**src/hw/rtl/ssl_pkg.sv**
```systemverilog
`timescale 1ns / 1ps
// ----------------------------------------------------------------------------
// Substitution score lookup package
// Command and register codes, folding constants and the control structures
// shared by the lookup unit and its submodules.
// ----------------------------------------------------------------------------
package ssl_pkg;

    // Commands carried by the request channel.
    typedef enum logic [1:0] {
        CMD_LOOKUP     = 2'd0,
        CMD_WRITE_PAIR = 2'd1,
        CMD_WRITE_WILD = 2'd2,
        CMD_CLEAR      = 2'd3
    } t_command;

    // Configuration register indexes.
    localparam int CFG_INDEX_BITS = 3;

    typedef enum logic [CFG_INDEX_BITS-1:0] {
        CFG_MATCH_SCORE    = 3'd0,
        CFG_MISMATCH_SCORE = 3'd1,
        CFG_GAP_OPEN       = 3'd2,
        CFG_GAP_EXTEND     = 3'd3,
        CFG_GAPS_ALLOWED   = 3'd4,
        CFG_NO_MISMATCH    = 3'd5,
        CFG_CASE_SENSITIVE = 3'd6,
        CFG_USE_FALLBACK   = 3'd7
    } t_cfg_index;

    // ASCII case folding works on a copy one bit wider than a byte.
    localparam int FOLD_BITS = 9;
    localparam logic [FOLD_BITS-1:0] ASCII_UPPER_A     = 9'd65;
    localparam logic [FOLD_BITS-1:0] ASCII_UPPER_Z     = 9'd90;
    localparam logic [FOLD_BITS-1:0] ASCII_CASE_OFFSET = 9'd32;

    // Single-bit configuration flags.
    typedef struct packed {
        logic gaps_allowed;
        logic no_mismatch_mode;
        logic keep_case;
        logic use_fallback;
    } t_cfg_flags;

    // Control carried alongside the memory reads into the resolve stage.
    typedef struct packed {
        t_command command;
        logic     chars_equal;
    } t_lookup_ctl;

endpackage

```
**src/hw/rtl/ssl_resolve.sv**
```systemverilog
`timescale 1ns / 1ps
// ----------------------------------------------------------------------------
// Score resolve stage
// Picks the final score and flags of a lookup from the pair entry, the
// wildcard entries and the match/mismatch fallback.
// ----------------------------------------------------------------------------
module ssl_resolve #(
    parameter int SCORE_BITS = 16
) (
    input  ssl_pkg::t_lookup_ctl         i_ctl,
    input  ssl_pkg::t_cfg_flags          i_flags,
    input  logic signed [SCORE_BITS-1:0] i_match_score,
    input  logic signed [SCORE_BITS-1:0] i_mismatch_score,
    input  logic                         i_pair_valid,
    input  logic signed [SCORE_BITS-1:0] i_pair_score,
    input  logic                         i_wild_a_valid,
    input  logic signed [SCORE_BITS-1:0] i_wild_a_score,
    input  logic                         i_wild_b_valid,
    input  logic signed [SCORE_BITS-1:0] i_wild_b_score,
    output logic signed [SCORE_BITS-1:0] o_score,
    output logic                         o_match,
    output logic                         o_unknown
);
    import ssl_pkg::*;

    logic                         wild_found;
    logic signed [SCORE_BITS-1:0] wild_score;

    // With both wildcards present the smaller score wins.
    always_comb begin
        wild_found = i_wild_a_valid | i_wild_b_valid;
        if (i_wild_a_valid && i_wild_b_valid) begin
            wild_score = (i_wild_b_score < i_wild_a_score) ? i_wild_b_score : i_wild_a_score;
        end else if (i_wild_a_valid) begin
            wild_score = i_wild_a_score;
        end else begin
            wild_score = i_wild_b_score;
        end
    end

    // Priority: no-mismatch mode, pair entry, wildcard, fallback, unknown.
    always_comb begin
        o_score   = '0;
        o_match   = 1'b0;
        o_unknown = 1'b0;
        if (i_ctl.command == CMD_LOOKUP) begin
            if (i_flags.no_mismatch_mode && !i_ctl.chars_equal) begin
                o_match = wild_found;
                o_score = wild_found ? wild_score : '0;
            end else if (i_pair_valid) begin
                o_match = i_ctl.chars_equal;
                o_score = i_pair_score;
            end else if (wild_found) begin
                o_match = 1'b1;
                o_score = wild_score;
            end else if (i_flags.use_fallback) begin
                o_match = i_ctl.chars_equal;
                o_score = i_ctl.chars_equal ? i_match_score : i_mismatch_score;
            end else begin
                o_unknown = 1'b1;
            end
        end
    end

endmodule

```
**config.mk**
```make
export PLATFORM = sky130hd
export DESIGN_NAME = ssl_resolve
export DESIGN_NICKNAME = d
export VERILOG_FILES = /design/src/hw/rtl/ssl_pkg.sv /design/src/hw/rtl/ssl_resolve.sv
export SDC_FILE = /design/constraint.sdc
export NUM_CORES = 1
export LEC_CHECK = 0
export BUFFER_PORTS_ARGS = -buffer_cell sky130_fd_sc_hd__buf_2
export CAP_MARGIN = 10
export CORE_ASPECT_RATIO = 1.75
export CORE_MARGIN = 2
export CORE_UTILIZATION = 46
export DETAILED_ROUTE_END_ITERATION = 10
export PLACE_DENSITY = 0.89
export SETUP_SLACK_MARGIN = 0.02
export SKIP_LAST_GASP = 1
export SLEW_MARGIN = 20
export SYNTH_ARGS = -nofsm -noshare
export SYNTH_HDL_FRONTEND = slang
export SYNTH_SLANG_ARGS = --single-unit
```
**constraint.sdc**
```tcl
create_clock -name vclk -period 2.7
set_input_delay 0 -clock vclk [all_inputs]
set_output_delay 0 -clock vclk [all_outputs]
set_load 0.05 [all_outputs]
```
After elaboration in Yosys (flattened, before gate mapping)
Index checks and enable logic that the tools add are counted.
- register bits: 0
- bits of input ports: 90
- output and inout bits: 18
- logic and storage cells: 26
- order comparisons: 1
- muxes and demuxes: 20
- bitwise logic cells: 1
- reductions and logical operators: 4
- operators with widths (operator ; number):
    $mux W16 ; 10
    $lt A16 B16 Y1 ; 1
    $mux W1 ; 10
    $logic_and A1 B1 Y1 ; 2
    $logic_not A2 Y1 ; 1
    $logic_not A1 Y1 ; 1
    $or A1 B1 Y1 ; 1

Longest topological paths before layout
- depth in word-level cells: 7
- gate-level depth with buffers: 9
- mapped depth without buffers: 8

Worst setup path before layout
Ideal clock, no wire load.
- path kind: input -> output
- start point: input port i_wild_a_score[15]
- end point: output port o_score[10]
- arrival: 2.748 ns
- data required time: 2.700 ns
- setup slack: -0.048 ns
- stages on the path: 8
- buffers on the path: 1
- path through: inv_1 ha_1 nand4_1 or4_4 o311ai_4 buf_6 mux2_2 a21oi_1
- longest elaborated chain between the ends: 7
- elaborated cells between the ends (all ways): 8
- those cells by class: 1 x order compare; 7 x mux
- RTL lines (what ; line ; text):
    from (decl) ; ssl_resolve.sv:17 ; input logic signed [SCORE_BITS-1:0] i_wild_a_score,
    $lt A16 B16 Y1 (*) ; ssl_resolve.sv:33 ; wild_score = (i_wild_b_score < i_wild_a_score) ? i_wild_b_score : i_wild_a_score;
    $mux W16 (*) ; ssl_resolve.sv:33 ;
    $mux W16 (*) ; ssl_resolve.sv:32 ; if (i_wild_a_valid && i_wild_b_valid) begin
    $mux W16 ; ssl_resolve.sv:53 ; end else if (wild_found) begin
    $mux W16 ; ssl_resolve.sv:50 ; end else if (i_pair_valid) begin
    $mux W16 (*) ; ssl_resolve.sv:47 ; if (i_flags.no_mismatch_mode && !i_ctl.chars_equal) begin
    $mux W16 (*) ; ssl_resolve.sv:46 ; if (i_ctl.command == CMD_LOOKUP) begin
    to (decl) ; ssl_resolve.sv:20 ; output logic signed [SCORE_BITS-1:0] o_score,
Mark *: on every way between the ends. The rest lies on a longest branch, timed or not.

Final worst setup path
- start point: input port i_wild_a_score[15]
- end point: output port o_score[4]
The elaborated chain is that of the path after synthesis.

==> metrics.md <==
| Metric | Value |
|---|---|
| Number of library cell types mapped by synthesis | 31 |
| Routed via count | 2571 |
| First-pass GRT wire length | 9.45 mm |
| Data arrival time of the critical path | 2.48 ns |
| Combinational share of power | 100.0% |
| Mapped Area | 0.00177 sq mm |
| Commonest non-fill, non-tap cell in the layout | buf_2 |
| Die area | 0.00437 sq mm |
| Most frequent cells in the layout | 106 x buf_2, 44 x o22ai_1, 40 x nor2_1, 34 x o21ai_0, 32 x inv_1 |
| Area of the multi-input gates | 0.00156 sq mm |
| Crit end category | output pin |
| N_diodes | 0 |
| Post-synth top area share | 15.6% |
| Post-Syn Instances | 300 |
| Initial antenna violation count | 0 |
| Setup TNS | 0 ns |
| Reg power frac | 0% |
| DP Area | 0.00232 sq mm |
| CP max-delay cell | or4_4 |
| Die width | 50.8 microns |
| Starting Density | 48.2% |
| Clk network pwr share | 0% |
| Worst path max stage delay | 0.58 ns |
| Endpoints failing hold | 0 |
| Largest cells by area after synthesis | o22ai_1 16%, ha_1 11%, o21ai_0 9.6% |
| Final ANT Viol Nets | 0 |
| Final setup vio count | 0 |
| LEAKAGE | 1.22 nW |
| GP Congestion | 0.864 |
| Vias in the first global route | 2196 |
| Sequential-to-total area share from yosys stat | 0% |
| Fin util | 63.3% |
| Outcome | complete, no violations |
| Final Cycle Share | 91.9% |
| Die Y-Extent | 86.0 microns |
| Share of post-route cells with drive strength above 1 | 38.4% |
| CP max FO | 18 |
| # IOs | 108 |
| Global Route Usage Sum | 26.0% |
| Hold crit path type | in -> out |
| Tmin final | 2.48 ns |
| Peak supply drop | 0.000111 V |
| Critical-path cell list | buf_2, inv_1, ha_1, nand4_1, or4_4, o311ai_4, buf_12, mux2_2, a21oi_1, buf_2 |
| Placed wire-length estimate | 4.76 mm |
| Nets | 492 |
| Worst rel slew slack | 65.0% |
| Seq_cells | 0 |
| Register area | 0 sq um |
| I/O Buffers | 106 |
| Max Clock Freq | 403 MHz |
| Layout area overhead | 31.5% |
| Max-Cap Viols | 0 |
| WP data required | 2.70 ns |
| Pwr dens | 189 mW/mm^2 |
| Finished Layout Cells | 431 |
| Max Slew Vio Count | 0 |
| Routed vias/inst | 5.97 |
| CP startpoint kind | input pin |
| Hold-fix buffers, CTS | 0 |
| Final Instance Area | 0.00232 sq mm |
| Synth Net Count | 405 |
| Internal power | 0.180 mW |
| Total congestion overflow | 0 |
| Placed insts | 431 |
| Row Count | 29 |
| RSZ-0062 raised after global routing | false |
| Drt wl/cell | 13.8 microns |
| Syn Area/Cell | 5.88 sq um |
| Crit Path Category | in -> out |
| Core footprint | 0.00366 sq mm |
| Filler instances | 363 |
| Drt drc | 0 |
| Post-synth top area cell | o22ai_1 |
| Overall routed net length | 5.94 mm |
| DP Worst Slack | 0.232 ns |
| Yosys warning total | 0 |
| Initial DRC Count | 97 |
| Clock Buffer Count | 0 |
| Largest net degree at the start of global routing | 36 |
| Switch share | 59.0% |
| Drt first pass iters | 4 |
| Resized cells post-CTS | 0 |
| Overall Power | 0.440 mW |
| Post-CTS Setup Bufs | 0 |
| Worst slew pin tran | 0.525 ns |
| Final WS setup | 0.220 ns |
| Cell repeated most along the worst path | buf_2 |
| Psw | 0.259 mW |
| Hold slack | 0.483 ns |
==> critical path, delay by kind of cell <==
family / cells / cell delay, ns
simple gates: 2 / 0.75
buf+inv: 4 / 0.60
compound gates: 2 / 0.45
mux: 1 / 0.34
fa+ha+maj: 1 / 0.33
==> kinds of logic after synthesis <==
logic type / after synthesis / synth area share [%]
AO/OA/AOI/OAI: 140 / 49.7
adder cells (fa/ha/maj): 15 / 10.6
buffers and inverters: 58 / 12.8
multiplexers: 16 / 10.1
AND/OR/NAND/NOR: 71 / 16.9
==> metal layers <==
metal	share of wire [%]	global-route usage [%]	vias to the layer above	wire length, microns
met5	0	0	-	0
met4	2.3	5.16	0	135
met3	5.9	1.22	14	351
met2	53	47.4	110	3130
met1	39	33.1	1176	2320
li1	-	-	1271	-
==> cells in the mapped netlist (2+ instances only) <==
library cell and count:
o22ai_1 44, mux2i_1 2, inv_1 32, nand4_1 2, nand2b_1 2, o21a_1 2, nand2_1 21, nor2_1 40
clkbuf_1 25, a21oi_1 33, a31o_2 14, ha_1 15, nand3_1 2, mux2_2 13, a31oi_1 2, o21ai_0 34
a21o_1 3
==> final timing paths <==
| kind | cells past startpoint | slack (ns) | from | endpoint |
|---|---|---|---|---|
| min | 4 | 0.48 | i_wild_b_score[15] | o_score[15] |
| max | 10 | 0.22 | i_wild_a_score[15] | o_score[4] |
==> power by group through the flow <==
stage          clock, mW  sequential, mW  combinational (mW)
6_report               0               0               0.440
5_1_grt                0               0               0.481
4_1_cts                0               0               0.437
3_5_place_dp           0               0               0.435
3_3_place_gp           0               0               0.426
2_1_floorplan          0               0               0.295
==> layout make-up <==
cell class / count / area share [%]
Multi-Input combinational cell: 242 / 67.3
Tap cell: 46 / 2.48
Timing Repair Buffer: 111 / 25.0
Inverter: 32 / 5.18
Power figures use the tool's default switching activity.
